`config.mk`:
```
export PLATFORM = sky130hd
export DESIGN_NAME = mouse_motion_burst_filter_core_flat
export DESIGN_NICKNAME = d
export VERILOG_FILES = /design/src/design/mmbf_pkg.sv /design/src/design/mmbf_poll_if.sv /design/src/design/mmbf_move_if.sv /design/src/design/mmbf_cfg_if.sv /design/src/design/mmbf_cfg_regs.sv /design/src/design/mmbf_delta.sv /design/src/design/mouse_motion_burst_filter_core.sv /design/src/flat_wrapper.sv
export SDC_FILE = /design/constraint.sdc
export NUM_CORES = 1
export LEC_CHECK = 0
export ABC_AREA = 1
export BUFFER_PORTS_ARGS = -buffer_cell sky130_fd_sc_hd__buf_2
export CORE_ASPECT_RATIO = 0.75
export CORE_MARGIN = 8
export CORE_UTILIZATION = 52
export DETAILED_ROUTE_END_ITERATION = 8
export PLACE_DENSITY = 0.79
export SYNTH_ARGS = -nofsm -noshare
export SYNTH_HDL_FRONTEND = slang
export SYNTH_SLANG_ARGS = --single-unit
export TNS_END_PERCENT = 20
```
`constraint.sdc`:
```
create_clock -name clk -period 6.35 [get_ports clk]
set_input_delay 0.9525 -clock clk [delete_from_list [all_inputs] [get_ports clk]]
set_output_delay 0.9525 -clock clk [all_outputs]
set_load 0.01 [all_outputs]
```
`src/design/mmbf_pkg.sv`:
```
package mmbf_pkg;

	// Width of the raw delta carried by one poll (8 low bits plus a nibble).
	localparam int RawBits = 12;
	// Width of a decoded delta after swap and negation (room for -(-2048)).
	localparam int DeltaW = RawBits + 1;
	// Width of a held sum and of a reported movement.
	localparam int MoveW = DeltaW + 1;

	localparam logic [7:0] MotionBit   = 8'h80;
	localparam logic [7:0] XHighMask   = 8'hF0;
	localparam logic [7:0] YHighMask   = 8'h0F;
	localparam logic [7:0] QuietSatMax = 8'hFF;

	typedef logic signed [DeltaW-1:0] delta_t;
	typedef logic signed [MoveW-1:0]  move_t;

	typedef enum logic [2:0] {
		RegSwapAxes        = 3'd0,
		RegNegateX         = 3'd1,
		RegNegateY         = 3'd2,
		RegReportWindowMs  = 3'd3,
		RegQuietPollsNeed  = 3'd4,
		RegDrainUntilMs    = 3'd5,
		RegDrainCapMs      = 3'd6
	} cfg_reg_t;

	localparam int CfgIndexW = 3;

	typedef struct packed {
		logic        swap_axes;
		logic        negate_x;
		logic        negate_y;
		logic [15:0] report_window_ms;
		logic [7:0]  quiet_polls_needed;
		logic [31:0] drain_until_ms;
		logic [31:0] drain_cap_ms;
	} cfg_t;

	// Sign-extends a raw delta from its top bit.
	function automatic delta_t decode_delta(input logic [RawBits-1:0] raw);
		return delta_t'({raw[RawBits-1], raw});
	endfunction

endpackage

```
`src/design/mmbf_poll_if.sv`:
```
interface mmbf_poll_if;
	logic        valid;
	logic        ready;
	logic [7:0]  motion_byte;
	logic [7:0]  x_low;
	logic [7:0]  y_low;
	logic [7:0]  xy_high;
	logic [31:0] now_ms;

	modport source (output valid, motion_byte, x_low, y_low, xy_high, now_ms, input ready);
	modport sink   (input valid, motion_byte, x_low, y_low, xy_high, now_ms, output ready);
endinterface

```
`src/design/mmbf_move_if.sv`:
```
interface mmbf_move_if;
	logic                  valid;
	logic                  ready;
	mmbf_pkg::move_t       move_x;
	mmbf_pkg::move_t       move_y;
	logic                  x_present;
	logic                  y_present;

	modport source (output valid, move_x, move_y, x_present, y_present, input ready);
	modport sink   (input valid, move_x, move_y, x_present, y_present, output ready);
endinterface

```
`src/design/mmbf_cfg_if.sv`:
```
interface mmbf_cfg_if;
	logic                           valid;
	logic                           ready;
	logic [mmbf_pkg::CfgIndexW-1:0] index;
	logic [31:0]                    data;

	modport source (output valid, index, data, input ready);
	modport sink   (input valid, index, data, output ready);
endinterface

```
`src/design/mmbf_cfg_regs.sv`:
```
module mmbf_cfg_regs (
	input  logic            clk,
	input  logic            arst_n,
	mmbf_cfg_if.sink        cfg,
	output mmbf_pkg::cfg_t  regs
);

	mmbf_pkg::cfg_t regs_q;

	assign cfg.ready = 1'b1;
	assign regs      = regs_q;

	always_ff @(posedge clk or negedge arst_n) begin
		if (!arst_n) begin
			regs_q.swap_axes          <= 1'b0;
			regs_q.negate_x           <= 1'b0;
			regs_q.negate_y           <= 1'b0;
			regs_q.report_window_ms   <= 16'd30;
			regs_q.quiet_polls_needed <= 8'd3;
			regs_q.drain_until_ms     <= 32'd0;
			regs_q.drain_cap_ms       <= 32'd0;
		end else if (cfg.valid) begin
			// An index past the last register is dropped.
			unique case (cfg.index)
				mmbf_pkg::RegSwapAxes:       regs_q.swap_axes          <= cfg.data[0];
				mmbf_pkg::RegNegateX:        regs_q.negate_x           <= cfg.data[0];
				mmbf_pkg::RegNegateY:        regs_q.negate_y           <= cfg.data[0];
				mmbf_pkg::RegReportWindowMs: regs_q.report_window_ms   <= cfg.data[15:0];
				mmbf_pkg::RegQuietPollsNeed: regs_q.quiet_polls_needed <= cfg.data[7:0];
				mmbf_pkg::RegDrainUntilMs:   regs_q.drain_until_ms     <= cfg.data;
				mmbf_pkg::RegDrainCapMs:     regs_q.drain_cap_ms       <= cfg.data;
				default: ;
			endcase
		end
	end

endmodule

```
`src/design/mmbf_delta.sv`:
```
module mmbf_delta (
	input  logic [7:0]            x_low,
	input  logic [7:0]            y_low,
	input  logic [7:0]            xy_high,
	input  logic                  swap_axes,
	input  logic                  negate_x,
	input  logic                  negate_y,
	output mmbf_pkg::delta_t      dx,
	output mmbf_pkg::delta_t      dy
);

	logic [7:0]       x_hi_bits;
	logic [7:0]       y_hi_bits;
	mmbf_pkg::delta_t raw_x;
	mmbf_pkg::delta_t raw_y;
	mmbf_pkg::delta_t sw_x;
	mmbf_pkg::delta_t sw_y;

	always_comb begin
		x_hi_bits = (xy_high & mmbf_pkg::XHighMask) >> 4;
		y_hi_bits = xy_high & mmbf_pkg::YHighMask;
		raw_x = mmbf_pkg::decode_delta({x_hi_bits[3:0], x_low});
		raw_y = mmbf_pkg::decode_delta({y_hi_bits[3:0], y_low});
		sw_x  = swap_axes ? raw_y : raw_x;
		sw_y  = swap_axes ? raw_x : raw_y;
		dx    = negate_x ? -sw_x : sw_x;
		dy    = negate_y ? -sw_y : sw_y;
	end

endmodule

```
`src/design/mouse_motion_burst_filter_core.sv`:
```
// The result register loads as a poll leaves the input register, and a result transfers
// once it is offered and the sink is ready.
// Throughput: one poll per cycle; the input register holds only while its own poll reports
// and an earlier result is still waiting in the result register.
// Polls that produce no result leave the pipeline without touching the output.
// Reset (arst_n low, asynchronous) empties both registers, clears the held sums, the
// confirmed flag, the last motion time and the quiet poll count, and loads register defaults.
module mouse_motion_burst_filter_core (
	input  logic        clk,
	input  logic        arst_n,
	mmbf_poll_if.sink   poll,
	mmbf_move_if.source move,
	mmbf_cfg_if.sink    cfg
);

	// Configuration registers. Writes are expected only while no poll is in flight.
	mmbf_pkg::cfg_t regs;

	mmbf_cfg_regs u_cfg (
		.clk    (clk),
		.arst_n (arst_n),
		.cfg    (cfg),
		.regs   (regs)
	);

	// Input register: one poll captured per transfer.
	logic        valid_s1;
	logic [7:0]  motion_s1;
	logic [7:0]  x_low_s1;
	logic [7:0]  y_low_s1;
	logic [7:0]  xy_high_s1;
	logic [31:0] now_s1;

	// Filter state carried from poll to poll.
	mmbf_pkg::move_t held_x_q;
	mmbf_pkg::move_t held_y_q;
	logic [31:0]     last_motion_q;
	logic            confirmed_q;
	logic [7:0]      quiet_cnt_q;

	// Result register.
	logic            out_valid_q;
	mmbf_pkg::move_t out_x_q;
	mmbf_pkg::move_t out_y_q;

	// Decoded deltas of the poll in the input register.
	mmbf_pkg::delta_t dx;
	mmbf_pkg::delta_t dy;

	mmbf_delta u_delta (
		.x_low     (x_low_s1),
		.y_low     (y_low_s1),
		.xy_high   (xy_high_s1),
		.swap_axes (regs.swap_axes),
		.negate_x  (regs.negate_x),
		.negate_y  (regs.negate_y),
		.dx        (dx),
		.dy        (dy)
	);

	logic            moving;
	logic            draining;
	logic [32:0]     gap;
	logic            gap_elapsed;
	logic            zero_frame;
	mmbf_pkg::move_t base_x;
	mmbf_pkg::move_t base_y;
	logic            base_conf;
	mmbf_pkg::move_t sum_x;
	mmbf_pkg::move_t sum_y;
	logic            emit;
	logic            advance;

	always_comb begin
		moving = (motion_s1 & mmbf_pkg::MotionBit) != 8'd0;

		// Startup drain: forced before drain_until_ms or until enough quiet polls,
		// never at or after drain_cap_ms.
		draining = (now_s1 < regs.drain_cap_ms) &&
			((now_s1 < regs.drain_until_ms) || (quiet_cnt_q < regs.quiet_polls_needed));

		// The gap is a signed difference: a timestamp behind the last motion
		// shows up as a borrow and never purges.
		gap         = {1'b0, now_s1} - {1'b0, last_motion_q};
		gap_elapsed = !gap[32] && (gap[31:0] >= {16'd0, regs.report_window_ms});

		zero_frame = (dx == '0) && (dy == '0);

		// A purge wipes the held sums before this frame is added.
		base_x    = gap_elapsed ? '0 : held_x_q;
		base_y    = gap_elapsed ? '0 : held_y_q;
		base_conf = gap_elapsed ? 1'b0 : confirmed_q;
		sum_x     = base_x + mmbf_pkg::move_t'(dx);
		sum_y     = base_y + mmbf_pkg::move_t'(dy);

		// A result comes only from a confirmed burst with a non-zero sum.
		emit = !draining && moving && !zero_frame && base_conf &&
			((sum_x != '0) || (sum_y != '0));

		// The input register drains unless its result would overwrite one
		// still waiting in the result register.
		advance    = valid_s1 && (!emit || !out_valid_q || move.ready);
		poll.ready = !valid_s1 || advance;
	end

	always_ff @(posedge clk or negedge arst_n) begin
		if (!arst_n) begin
			valid_s1 <= 1'b0;
		end else if (poll.ready) begin
			valid_s1 <= poll.valid;
		end
	end

	always_ff @(posedge clk) begin
		if (poll.valid && poll.ready) begin
			motion_s1  <= poll.motion_byte;
			x_low_s1   <= poll.x_low;
			y_low_s1   <= poll.y_low;
			xy_high_s1 <= poll.xy_high;
			now_s1     <= poll.now_ms;
		end
	end

	// State update, taken once per poll as it leaves the input register.
	always_ff @(posedge clk or negedge arst_n) begin
		if (!arst_n) begin
			held_x_q      <= '0;
			held_y_q      <= '0;
			last_motion_q <= '0;
			confirmed_q   <= 1'b0;
			quiet_cnt_q   <= '0;
		end else if (advance) begin
			if (draining) begin
				if (moving) begin
					quiet_cnt_q <= '0;
				end else if (quiet_cnt_q != mmbf_pkg::QuietSatMax) begin
					quiet_cnt_q <= quiet_cnt_q + 8'd1;
				end
				held_x_q    <= '0;
				held_y_q    <= '0;
				confirmed_q <= 1'b0;
			end else if (moving) begin
				if (zero_frame) begin
					// A zero frame can only purge; it leaves the motion time alone.
					if (gap_elapsed) begin
						held_x_q    <= '0;
						held_y_q    <= '0;
						confirmed_q <= 1'b0;
					end
				end else begin
					last_motion_q <= now_s1;
					confirmed_q   <= 1'b1;
					if (base_conf) begin
						// Confirmed: the sum is reported (or is zero), so it clears.
						held_x_q <= '0;
						held_y_q <= '0;
					end else begin
						// First frame of a burst is only held.
						held_x_q <= sum_x;
						held_y_q <= sum_y;
					end
				end
			end
		end
	end

	always_ff @(posedge clk or negedge arst_n) begin
		if (!arst_n) begin
			out_valid_q <= 1'b0;
		end else if (advance && emit) begin
			out_valid_q <= 1'b1;
		end else if (move.ready) begin
			out_valid_q <= 1'b0;
		end
	end

	always_ff @(posedge clk) begin
		if (advance && emit) begin
			out_x_q <= sum_x;
			out_y_q <= sum_y;
		end
	end

	assign move.valid     = out_valid_q;
	assign move.move_x    = out_x_q;
	assign move.move_y    = out_y_q;
	assign move.x_present = out_x_q != '0;
	assign move.y_present = out_y_q != '0;

endmodule

```
`src/flat_wrapper.sv`:
```
// flat-port wrapper written by rule: the top's interface ports become plain ports
module mouse_motion_burst_filter_core_flat 
  (clk, arst_n, poll_valid, poll_motion_byte, poll_x_low, poll_y_low, poll_xy_high, poll_now_ms, poll_ready, move_valid, move_move_x, move_move_y, move_x_present, move_y_present, move_ready, cfg_valid, cfg_index, cfg_data, cfg_ready);
  mmbf_poll_if poll_i ();
  mmbf_move_if move_i ();
  mmbf_cfg_if cfg_i ();
  input  logic clk;
  input  logic arst_n;
  input wire logic [$bits(poll_i.valid)-1:0] poll_valid;
  input wire logic [$bits(poll_i.motion_byte)-1:0] poll_motion_byte;
  input wire logic [$bits(poll_i.x_low)-1:0] poll_x_low;
  input wire logic [$bits(poll_i.y_low)-1:0] poll_y_low;
  input wire logic [$bits(poll_i.xy_high)-1:0] poll_xy_high;
  input wire logic [$bits(poll_i.now_ms)-1:0] poll_now_ms;
  output wire logic [$bits(poll_i.ready)-1:0] poll_ready;
  output wire logic [$bits(move_i.valid)-1:0] move_valid;
  output wire logic [$bits(move_i.move_x)-1:0] move_move_x;
  output wire logic [$bits(move_i.move_y)-1:0] move_move_y;
  output wire logic [$bits(move_i.x_present)-1:0] move_x_present;
  output wire logic [$bits(move_i.y_present)-1:0] move_y_present;
  input wire logic [$bits(move_i.ready)-1:0] move_ready;
  input wire logic [$bits(cfg_i.valid)-1:0] cfg_valid;
  input wire logic [$bits(cfg_i.index)-1:0] cfg_index;
  input wire logic [$bits(cfg_i.data)-1:0] cfg_data;
  output wire logic [$bits(cfg_i.ready)-1:0] cfg_ready;
  assign poll_i.valid = poll_valid;
  assign poll_i.motion_byte = poll_motion_byte;
  assign poll_i.x_low = poll_x_low;
  assign poll_i.y_low = poll_y_low;
  assign poll_i.xy_high = poll_xy_high;
  assign poll_i.now_ms = poll_now_ms;
  assign poll_ready = poll_i.ready;
  assign move_valid = move_i.valid;
  assign move_move_x = move_i.move_x;
  assign move_move_y = move_i.move_y;
  assign move_x_present = move_i.x_present;
  assign move_y_present = move_i.y_present;
  assign move_i.ready = move_ready;
  assign cfg_i.valid = cfg_valid;
  assign cfg_i.index = cfg_index;
  assign cfg_i.data = cfg_data;
  assign cfg_ready = cfg_i.ready;
  mouse_motion_burst_filter_core u_core (.clk(clk), .arst_n(arst_n), .poll(poll_i), .move(move_i), .cfg(cfg_i));
endmodule
```
==> Yosys cells after proc, flatten, opt, wreduce, memory -nomap -nowiden <==
Index checks and enable logic that the tools add are counted.
Widths: inputs -> output; s select.
{ "op_classes": {"add_sub_neg": 6, "n_lt_le_gt_ge": 4, "n_eq_ne": 7, "muxes": 22, "bitwise": 2, "reduce_logical": 41} }
{ "ops": {"columns": ["op", "n"], "rows": [
  ["$mux 14", 10],
  ["$lt 32x32->1", 2],
  ["$reduce_bool 14->1", 4],
  ["$mux 13", 4],
  ["$sub 32x32->33", 1],
  ["$ge 32x16->1", 1],
  ["$add 14x13->14", 2],
  ["$logic_not 13->1", 2],
  ["$neg 13->13", 2],
  ["$mux 8", 2],
  ["$reduce_and 2->1", 8],
  ["$logic_and 1x1->1", 10],
  ["$eq 3x3->1 const B", 3],
  ["$add 8x1->8 const B", 1],
  ["$lt 8x8->1", 1],
  ["$ne 8x8->1 const B", 1],
  ["$eq 3x2->1 const B", 2],
  ["$logic_not 1->1", 6],
  ["$mux 1", 6],
  ["$reduce_bool 2->1", 3],
  ["$logic_or 1x1->1", 5],
  ["$reduce_and 4->1", 1],
  ["$eq 3x1->1 const B", 1],
  ["$logic_not 3->1", 1],
  ["other kinds (2)", 3]
]} }
{ "word_totals": {"ff_bits": 254, "input_bits": 104, "elab_cells": 103} }

==> Logic depth before layout (Yosys ltp) <==
Gate-level depths: netlist of run 1.
{ "logic_depth": {"depth_word": 15, "ltp_mapped": 46} }

==> Cells and area by module <==
Synthesis of run 1 repeated with hierarchy kept, for this count alone.
{ "unflattened": {"cells_unflattened": 2336, "area_unflattened_um2": 17164.0} }
{ "by_module_without_submodules": {"columns": ["mod", "instances", "cells_each", "area_per_inst_um2", "seq_area_each_um2"], "rows": [
  ["mouse_motion_burst_filter_core", 1, 1690, 12369.4, 4329.2],
  ["mmbf_cfg_regs", 1, 407, 3553.4, 2284.7],
  ["mmbf_delta", 1, 239, 1241.2, 0.0]
]} }

==> Worst setup path before layout of run 1 <==
No wires, ideal clock.
{ "synth_timing": {"path_type": "reg2reg", "start": "register u_core.now_s1[2]", "end": "register u_core.motion_s1[7], enable pin", "arrival_time_ns": 6.170, "path_slack_ns": -0.231, "path_stages_with_launch": 39, "n_path_buf": 1, "period_less_slack_ns": 6.581, "cell_sequence": "edfxtp_1 > ha_1 > nand2_1 > nand2_1 > inv_1 > nand2_2 > nand2_1 > nand2_1 > nand2_1 > nand2_1 > xor2_1 > ha_1 > a21oi_1 > nor2_1 > a211oi_1 > nand3_1 > nor2_1 > nand3_1 > (+3 left out) > clkinv_1 > clkbuf_1 > nor2_1 > ha_1 > fa_1 > nor2_1 > nand2_1 > nor4_1 > nand2_1 > nor3_1 > nand4_1 > nor3_1 > nand4_1 > nor2_1 > nand2_2 > nand4_1 > nand2_1 > inv_1"} }
{ "synth_via": {"elab_chain_len": 14, "word_cells_on_any_way": 27, "cone_classes": "add/sub: 3; order compare: 3; mux: 3; reduce/logical: 18"} }
{ "synth_rtl": {"columns": ["element", "line_no", "source"], "rows": [
  ["start: declaration", "mouse_motion_burst_filter_core.sv:32", "logic [31:0] now_s1;"],
  ["start signal: assignment", "mouse_motion_burst_filter_core.sv:120", "now_s1 <= poll.now_ms;"],
  ["$sub 32x32->33 (*)", "mouse_motion_burst_filter_core.sv:84", "gap = {1'b0, now_s1} - {1'b0, last_motion_q};"],
  ["$ge 32x16->1 or $logic_not 1->1 (tied branches)", "mouse_motion_burst_filter_core.sv:85", "gap_elapsed = !gap[32] && (gap[31:0] >= {16'd0, regs.report_window_ms});"],
  ["$logic_and 1x1->1 (*)", "mouse_motion_burst_filter_core.sv:85", null],
  ["$mux 14 (*)", "mouse_motion_burst_filter_core.sv:91", "base_y = gap_elapsed ? '0 : held_y_q;"],
  ["$add 14x13->14 (*)", "mouse_motion_burst_filter_core.sv:94", "sum_y = base_y + mmbf_pkg::move_t'(dy);"],
  ["via u_core.sum_y[1]", "mouse_motion_burst_filter_core.sv:70", "mmbf_pkg::move_t sum_y;"],
  ["$reduce_bool 14->1 (*)", "mouse_motion_burst_filter_core.sv:98", "((sum_x != '0) || (sum_y != '0));"],
  ["$logic_or 1x1->1 (*)", "mouse_motion_burst_filter_core.sv:98", null],
  ["$logic_and 1x1->1 (*)", "mouse_motion_burst_filter_core.sv:97", "emit = !draining && moving && !zero_frame && base_conf &&"],
  ["$logic_not 1->1 (*)", "mouse_motion_burst_filter_core.sv:102", "advance = valid_s1 && (!emit || !out_valid_q || move.ready);"],
  ["$logic_or 1x1->1 (*) (2 in a row)", "mouse_motion_burst_filter_core.sv:102", null],
  ["$logic_and 1x1->1 (*)", "mouse_motion_burst_filter_core.sv:102", null],
  ["$logic_or 1x1->1 (*)", "mouse_motion_burst_filter_core.sv:103", "poll.ready = !valid_s1 || advance;"],
  ["via poll_ready", "flat_wrapper.sv:15", "output wire logic [$bits(poll_i.ready)-1:0] poll_ready;"],
  ["$logic_and 1x1->1 (*)", "mouse_motion_burst_filter_core.sv:115", "if (poll.valid && poll.ready) begin"],
  ["end signal: assignment", "mouse_motion_burst_filter_core.sv:116", "motion_s1 <= poll.motion_byte;"],
  ["end: declaration", "mouse_motion_burst_filter_core.sv:28", "logic [7:0] motion_s1;"]
]} }
The timed path passes the listed nets; every way through them passes the cells marked *.
A chain may end at the register's enable or synchronous reset.

==> Worst setup path after layout of run 1 <==
{ "layout_timing": {"start": "register u_core.now_s1[2]", "end": "output poll_ready"} }
{ "layout_via": {"elab_chain_len": 13, "word_cells_on_any_way": 26, "cone_classes": "add/sub: 3; order compare: 3; mux: 3; reduce/logical: 17"} }
{ "layout_rtl": {"columns": ["element", "line_no", "source"], "rows": [
  ["$sub 32x32->33 (*)", "mouse_motion_burst_filter_core.sv:84", null],
  ["$ge 32x16->1 or $logic_not 1->1 (tied branches)", "mouse_motion_burst_filter_core.sv:85", null],
  ["$logic_and 1x1->1 (*)", "mouse_motion_burst_filter_core.sv:85", null],
  ["$mux 14 (*)", "mouse_motion_burst_filter_core.sv:90", "base_x = gap_elapsed ? '0 : held_x_q;"],
  ["$add 14x13->14 (*)", "mouse_motion_burst_filter_core.sv:93", "sum_x = base_x + mmbf_pkg::move_t'(dx);"],
  ["via u_core.sum_x[8]", "mouse_motion_burst_filter_core.sv:69", "mmbf_pkg::move_t sum_x;"],
  ["$reduce_bool 14->1 (*)", "mouse_motion_burst_filter_core.sv:98", null],
  ["$logic_or 1x1->1 (*)", "mouse_motion_burst_filter_core.sv:98", null],
  ["$logic_and 1x1->1 (*)", "mouse_motion_burst_filter_core.sv:97", null],
  ["$logic_not 1->1 (*)", "mouse_motion_burst_filter_core.sv:102", null],
  ["$logic_or 1x1->1 (*) (2 in a row)", "mouse_motion_burst_filter_core.sv:102", null],
  ["$logic_and 1x1->1 (*)", "mouse_motion_burst_filter_core.sv:102", null],
  ["$logic_or 1x1->1 (*)", "mouse_motion_burst_filter_core.sv:103", null],
  ["end: declaration", "flat_wrapper.sv:15", null]
]} }
Marked as above.

==> flow_metrics.tcl, run 1 <==
set metrics [dict create \
    outcome "finished with violations" \
    violations "negative setup slack" \
    nFillCells 2635 \
    hold_class "in2async" \
    fin_cells 2889 \
    postSynth.asyncResetShare_pct 65.6 \
    cts_tree "yes" \
    end_kind "primary output" \
    syn-cell-area_um2 16600 \
    drive_above_1_share_pct 18.4 \
    h-tree-depth 1 \
    drv_cap 0 \
    cts_buffer_depth 3 \
    gp_congestion 0.957 \
    routed_wl_um 49200 \
    vdd.ir_drop.worst_mv 0.255 \
    die_h_um 171 \
    combPwrFrac_pct 53.7 \
    cp-start-kind "flip-flop" \
    worst_slack_ns -0.402 \
    p_sw_share_pct 42.2 \
    r2r_setup_slack_ns 0.23 \
    ff_latch_area_um2 6620 \
    yosys.area.top_type "dfrtp_1" \
    p_int_mw 4.82 \
    yosysWarnings 0 \
    synth_cells 2197 \
    synth_edf_count 85 \
    skew_ns 0.0345 \
    crit_slowest_cell "edfxtp_1" \
    fin_crit_sh_pct 106 \
    post-place-ws_ns -0.238 \
    use_met2_pct 35.9 \
    busiest_layer "met1" \
    dr.pass1.iters 6 \
    synth_area_leaders "dfrtp_1 (24%), edfxtp_1 (15%), nand2_1 (15%), ha_1 (11%), inv_1 (8.7%)" \
    worst_skew_pair.late_latency_ns 0.59 \
    min_period_ns 6.75 \
    synth_fp_nets 2450 \
    yosysUniqueCellTypes 51 \
    antenna_cells 0 \
    reg2reg_from "u_core.now_s1[2]" \
    endpoint "poll_ready" \
    dp_hpwl_um 36500 \
    hold_slack_ns 0.455 \
    syn_to_final_growth_pct 22.7 \
    overflow 0 \
    rsz0062_at_grt "yes" \
    routed-via-count 15676 \
    drv_slew 0 \
    power.share.clock_pct 19.5 \
    avgViaCountPerCell 5.43 \
    dp.cells 2816 \
    ant_nets 0 \
    worst-path-stages 37 \
    max_stage_delay_ns 0.50 \
    seqPwrFrac_pct 26.8 \
    fmax_ghz 0.148 \
    power_density_nw_per_um2 409 \
    grt_pass1_wl_um 76100 \
    hold_viol 0 \
    coreArea_um2 31300 \
    synth-seq-area-share_pct 39.9 \
    path_common_cell "nand2_2" \
    grt_util_all_layers_pct 24.8 \
    drtIter0Drc 1545 \
    crit_type "reg2out" \
    multi_input_area_um2 8710 \
    power.switching_mw 3.51 \
    cts.sinks 247 \
    cp.required_ns 5.40 \
    clk_pin_slew_ns 0.07 \
    ff2ff_path_depth 42 \
    synth_top_area_share_pct 23.6 \
    crit_path_start "u_core.now_s1[2]" \
    setup_viol 1 \
    worstPathArrival_ns 5.80 \
    grt_max_degree 104 \
    io_buffers 128 \
    syn_area_per_cell_um2 7.54 \
    final_util_pct 64.9 \
    ys_ff_latch 247 \
    synth_ff_type "dfrtp_1" \
    antenna_found_initial 0 \
    die_width_um 222 \
    worst_path_dominant_cell_family "simple AND/OR/NAND/NOR gates" \
    grt_pass1_vias 14866 \
    power.leakage_nw 10.6 \
    worstMarginPinSlew_ns 1.25 \
    row_count 56 \
    crit_buf_inv 5 \
    reg2reg_to "u_core.now_s1[12]" \
    path_max_fanout 13 \
    drc 0 \
    cts_buffers 28 \
    initial_core_util_pct 52.9 \
    nets 2714 \
    gr-usage-met1_pct 37.0 \
    clock-root-buffer "clkbuf_16" \
    grt_util_met3_pct 5.59 \
    maxSlewHeadroom_pct 16.8 \
    dieArea_um2 37900 \
    wl_per_cell_um 17.0 \
    io_pins 137 \
]
-- cell type report --
cell class	count	share of cell area, %
timing repair buffer	296	10.3
clock inverter	14	0.837
sequential	247	32.5
tap	406	2.50
clock buffer	38	3.73
inverter	390	7.24
multi-input combinational	1498	42.8
-- layout by cell type (no fill, tap or decap), types with 85 or more instances in the layout --
| cell | count |
|---|---|
| inv_1 | 381 |
| edfxtp_1 | 85 |
| a21oi_1 | 111 |
| o21ai_0 | 107 |
| nand2_1 | 645 |
| nand4_1 | 92 |
| dfrtp_1 | 155 |
| buf_2 | 127 |
| nor2_1 | 114 |
| ha_1 | 128 |
| buf_4 | 154 |
-- cell families (layout without fill, tap and decap cells) --
logic type / Yosys count / after routing / share of synthesized area (%)
other cells: 1 / 1 / 0.0226
fa+ha+maj: 149 / 149 / 11.4
buf+inv: 452 / 738 / 10.7
xor+xnor: 61 / 61 / 3.22
compound gates: 281 / 281 / 9.10
simple gates: 1004 / 1004 / 25.5
flops: 247 / 247 / 39.9
mux: 2 / 2 / 0.121
-- per-layer routing --
layer / share of wire [%] / vias to the layer above
met5: 0 / -
met4: 2.0 / 0
met3: 9.6 / 70
met2: 41 / 630
met1: 47 / 7390
li1: - / 7586
-- worst min-delay path by stage --
stage	start	slack (ns)	end
after floorplan	u_core.held_x_q[0]	0.44	u_core.held_x_q[0]
after global placement	u_core.last_motion_q[24]	0.45	u_core.last_motion_q[24]
after detailed placement	u_core.last_motion_q[5]	0.46	u_core.last_motion_q[5]
after CTS	u_core.held_x_q[0]	0.47	u_core.held_x_q[0]
after global routing	u_core.held_x_q[10]	0.49	u_core.held_x_q[10]
final	arst_n	0.45	u_core.held_y_q[0]
-- sequential cells by signal, summed over array words and instances, names as in the netlist, 14 cells and up --
signal                cells
u_core.held_x_q          14
u_core.held_y_q          14
u_core.last_motion_q     32
u_core.move.move_x       14
u_core.move.move_y       14
u_core.now_s1            32
u_core.u_cfg.regs        91
-- synth_stat cells (3+ instances only) --
master,n
a211oi_1,3
a21boi_0,3
a21oi_1,121
a31oi_1,4
and2_1,5
buf_2,16
buf_4,3
buf_6,6
clkbuf_1,37
clkinv_1,3
dfrtp_1,156
dfstp_2,6
edfxtp_1,85
fa_1,3
ha_1,146
inv_1,384
inv_2,3
nand2_1,664
nand2_2,4
nand3_1,56
nand3_2,3
nand3b_1,4
nand4_1,92
nor2_1,135
nor2_4,3
nor3_1,19
nor4_1,10
o211ai_1,7
o21ai_0,112
o21ai_1,12
o21ai_2,5
o221ai_1,3
xnor2_1,15
xor2_1,46
-- worst reg2reg max path, delay by kind of cell, from the launching register on --
family                     cells  cell delay [ns]
DFF                            1             0.50
AOI/OAI and AO/OA              5             0.81
adders and majority gates      3             0.94
and+or+nand+nor               23             2.20
xor gates and xnor gates       2             0.26
buffers and inverters          9             1.16
-- power by group through the flow --
stage	sequential (mW)	clock [mW]	combinational, mW
2_1_floorplan	2.19	0	2.48
4_1_cts	2.22	1.64	4.14
6_report	2.23	1.62	4.47
3_5_place_dp	2.25	0	3.96
5_1_grt	2.27	1.71	4.94
3_3_place_gp	2.23	0	3.82
-- metrics by stage --
step                power [mW]  instance area [um^2]  setup TNS, ns
floorplan                 4.66                 16600              0
global placement          6.05                 18600         -0.146
detailed placement        6.21                 18600          -1.02
CTS                       8.01                 19800         -0.467
global route              8.92                 20300          -7.70
finish                    8.32                 20300         -0.402
-- repair_timing --
item	in CTS	in global routing
cloned	0	5
setup endpoints to repair	140	155
pin swaps	19	15
setup buffers	2	14
resized for setup	51	63
hold buffers	0	0
Power figures use the tool's default switching activity.
==> run 2: changes to the inputs <==
==> constraint.sdc (replaced) <==
create_clock -name clk -period 6.35 [get_ports clk]
set_input_delay 0.3175 -clock clk [delete_from_list [all_inputs] [get_ports clk]]
set_output_delay 0.3175 -clock clk [all_outputs]
set_load 0.01 [all_outputs]
==> flow_metrics.tcl, run 2 (synthesis gave the netlist of run 1 again) <==
set metrics [dict create \
    gp_congestion 0.956 \
    worstPathArrival_ns 6.00 \
    clock-root-buffer "clkbuf_16" \
    path_common_cell "nand2_1" \
    avgViaCountPerCell 5.50 \
    overflow 0 \
    worst_skew_pair.late_latency_ns 0.55 \
    fin_crit_sh_pct 99.6 \
    cp-start-kind "flip-flop" \
    grt_max_degree 98 \
    hold_viol 0 \
    io_pins 137 \
    cts_buffer_depth 3 \
    maxSlewHeadroom_pct 16.8 \
    drtIter0Drc 1538 \
    power_density_nw_per_um2 398 \
    min_period_ns 6.32 \
    power.switching_mw 3.44 \
    row_count 56 \
    postPlaceCellArea_um2 17900 \
    min_path_cells 1 \
    nets 2682 \
    worstMarginPinSlew_ns 1.24 \
    drv_slew 0 \
    path_max_fanout 6 \
    ff2ff_path_depth 39 \
    max_stage_delay_ns 0.51 \
    nFillCells 2637 \
    worst-path-stages 37 \
    grt_util_all_layers_pct 25.1 \
    final_common_cell "nand2_1" \
    die_h_um 171 \
    io_buffers 128 \
    h-tree-depth 1 \
    dp_hpwl_um 35800 \
    syn_to_final_growth_pct 21.3 \
    worst_path_dominant_cell_family "simple AND/OR/NAND/NOR gates" \
    final_area_um2 20100 \
    crit_buf_inv 8 \
    skew_ns 0.0141 \
    grt_pass1_wl_um 77200 \
    rsz0062_at_grt "yes" \
    clk_pin_slew_ns 0.07 \
    largest_reg_flops 91 \
    dr.pass1.iters 6 \
    setup_viol 0 \
    routed_wl_um 50000 \
    initial_core_util_pct 52.9 \
    crit_type "reg2out" \
    wl_per_cell_um 17.5 \
    power.share.clock_pct 20.4 \
    fmax_ghz 0.158 \
    drc 0 \
    vdd.ir_drop.worst_mv 0.232 \
    end_kind "primary output" \
    cts_buffers 27 \
    layout_common_cells "nand2_1 (645), inv_1 (381), dfrtp_1 (155)" \
    drv_cap 0 \
    grt_pass1_vias 14660 \
    drive_above_1_share_pct 15.4 \
    coreArea_um2 31300 \
    ant_nets 0 \
    power.leakage_nw 10.3 \
    cts_tree "yes" \
    die_width_um 222 \
    p_int_mw 4.57 \
    dieArea_um2 37900 \
    antenna_found_initial 2 \
    dp.cells 2719 \
    routed-via-count 15733 \
    seqPwrFrac_pct 27.9 \
    p_sw_share_pct 42.9 \
    combPwrFrac_pct 51.7 \
    fin_cells 2858 \
    outcome "completed" \
    cts.sinks 247 \
    crit_slowest_cell "edfxtp_1" \
    hold_class "in2reg" \
    cp.required_ns 6.03 \
]
-- run 2: cell count changes in the layout (fill, tap and decap cells not counted), sizes merged --
cell and delta:
inv +3, clkinvlp -2, diode +2, dlygate4sd3 +57
clkbuf -6, buf -85, clkinv -1, bufbuf +1
-- run 2: path summary, 6_finish.rpt --
check	slack (ns)	end	from
min	0.02	u_core.now_s1[2]	poll_now_ms[2]
max in group asynchronous	4.40	u_core.valid_s1	arst_n
max	0.03	poll_ready	u_core.now_s1[3]
min reg2reg	0.47	u_core.held_x_q[5]	u_core.held_x_q[5]
min in group asynchronous	0.46	u_core.held_y_q[1]	arst_n
max reg2reg	0.25	u_core.quiet_cnt_q[0]	u_core.now_s1[3]
-- run 2: layout make-up --
cell class / count / area [um^2] / share of cell area (%)
Antenna cell: 2 / 5.00 / 0.0249
Clock buffer: 36 / 793 / 3.95
Clock inverter: 14 / 126 / 0.629
Inverter: 390 / 1470 / 7.31
Multi-Input combinational cell: 1498 / 8670 / 43.1
Sequential cell: 247 / 6620 / 32.9
Tap cell: 406 / 508 / 2.53
Timing Repair Buffer: 265 / 1910 / 9.51
-- run 2: repair_timing --
action,CTS,global route
hold buffers,57,0
pin swaps,4,37
endpoints found under the hold margin,148,0
setup endpoints to repair,1,155
gates resized for setup,32,78
buffers inserted,2,26
gates cloned,1,1
-- run 2: worst register-to-register path: cells and delay by family (launching register included) --
family                     cells  cell delay [ns]
buffers and inverters          7             0.87
DFF                            1             0.51
adders and majority gates      3             0.88
xor gates and xnor gates       2             0.34
and+or+nand+nor               24             2.96
AOI/OAI and AO/OA              3             0.45
-- run 2: per-layer routing --
metal  up-vias  GRT usage (%)  share of wire, %
met5         -              0                 0
met4         0           5.90               2.1
met3        78           5.49               9.4
met2       694           37.3                42
met1      7447           36.9                46
li1       7514              -                 -
-- run 2: power by group through the flow --
| stage | Sequential, mW | Combinational, mW | Clock (mW) |
|---|---|---|---|
| after floorplan | 2.19 | 2.48 | 0 |
| after global placement | 2.23 | 3.40 | 0 |
| after detailed placement | 2.24 | 3.52 | 0 |
| after CTS | 2.22 | 3.67 | 1.65 |
| after global routing | 2.26 | 4.58 | 1.72 |
| final | 2.23 | 4.14 | 1.64 |
-- run 2: through the flow --
step	power, mW	utilization, %	setup slack (ns)	setup TNS, ns	hold WS [ns]
floorplan	4.66	-	0.0713	0	0.0219
global placement	5.63	57.0	0.195	0	0.453
detailed placement	5.76	57.0	0.0613	0	0.458
CTS	7.55	62.3	0.00313	0	0.00817
global route	8.56	64.2	-0.300	-1.29	0.0348
finish	8.01	64.2	0.0278	0	0.0207
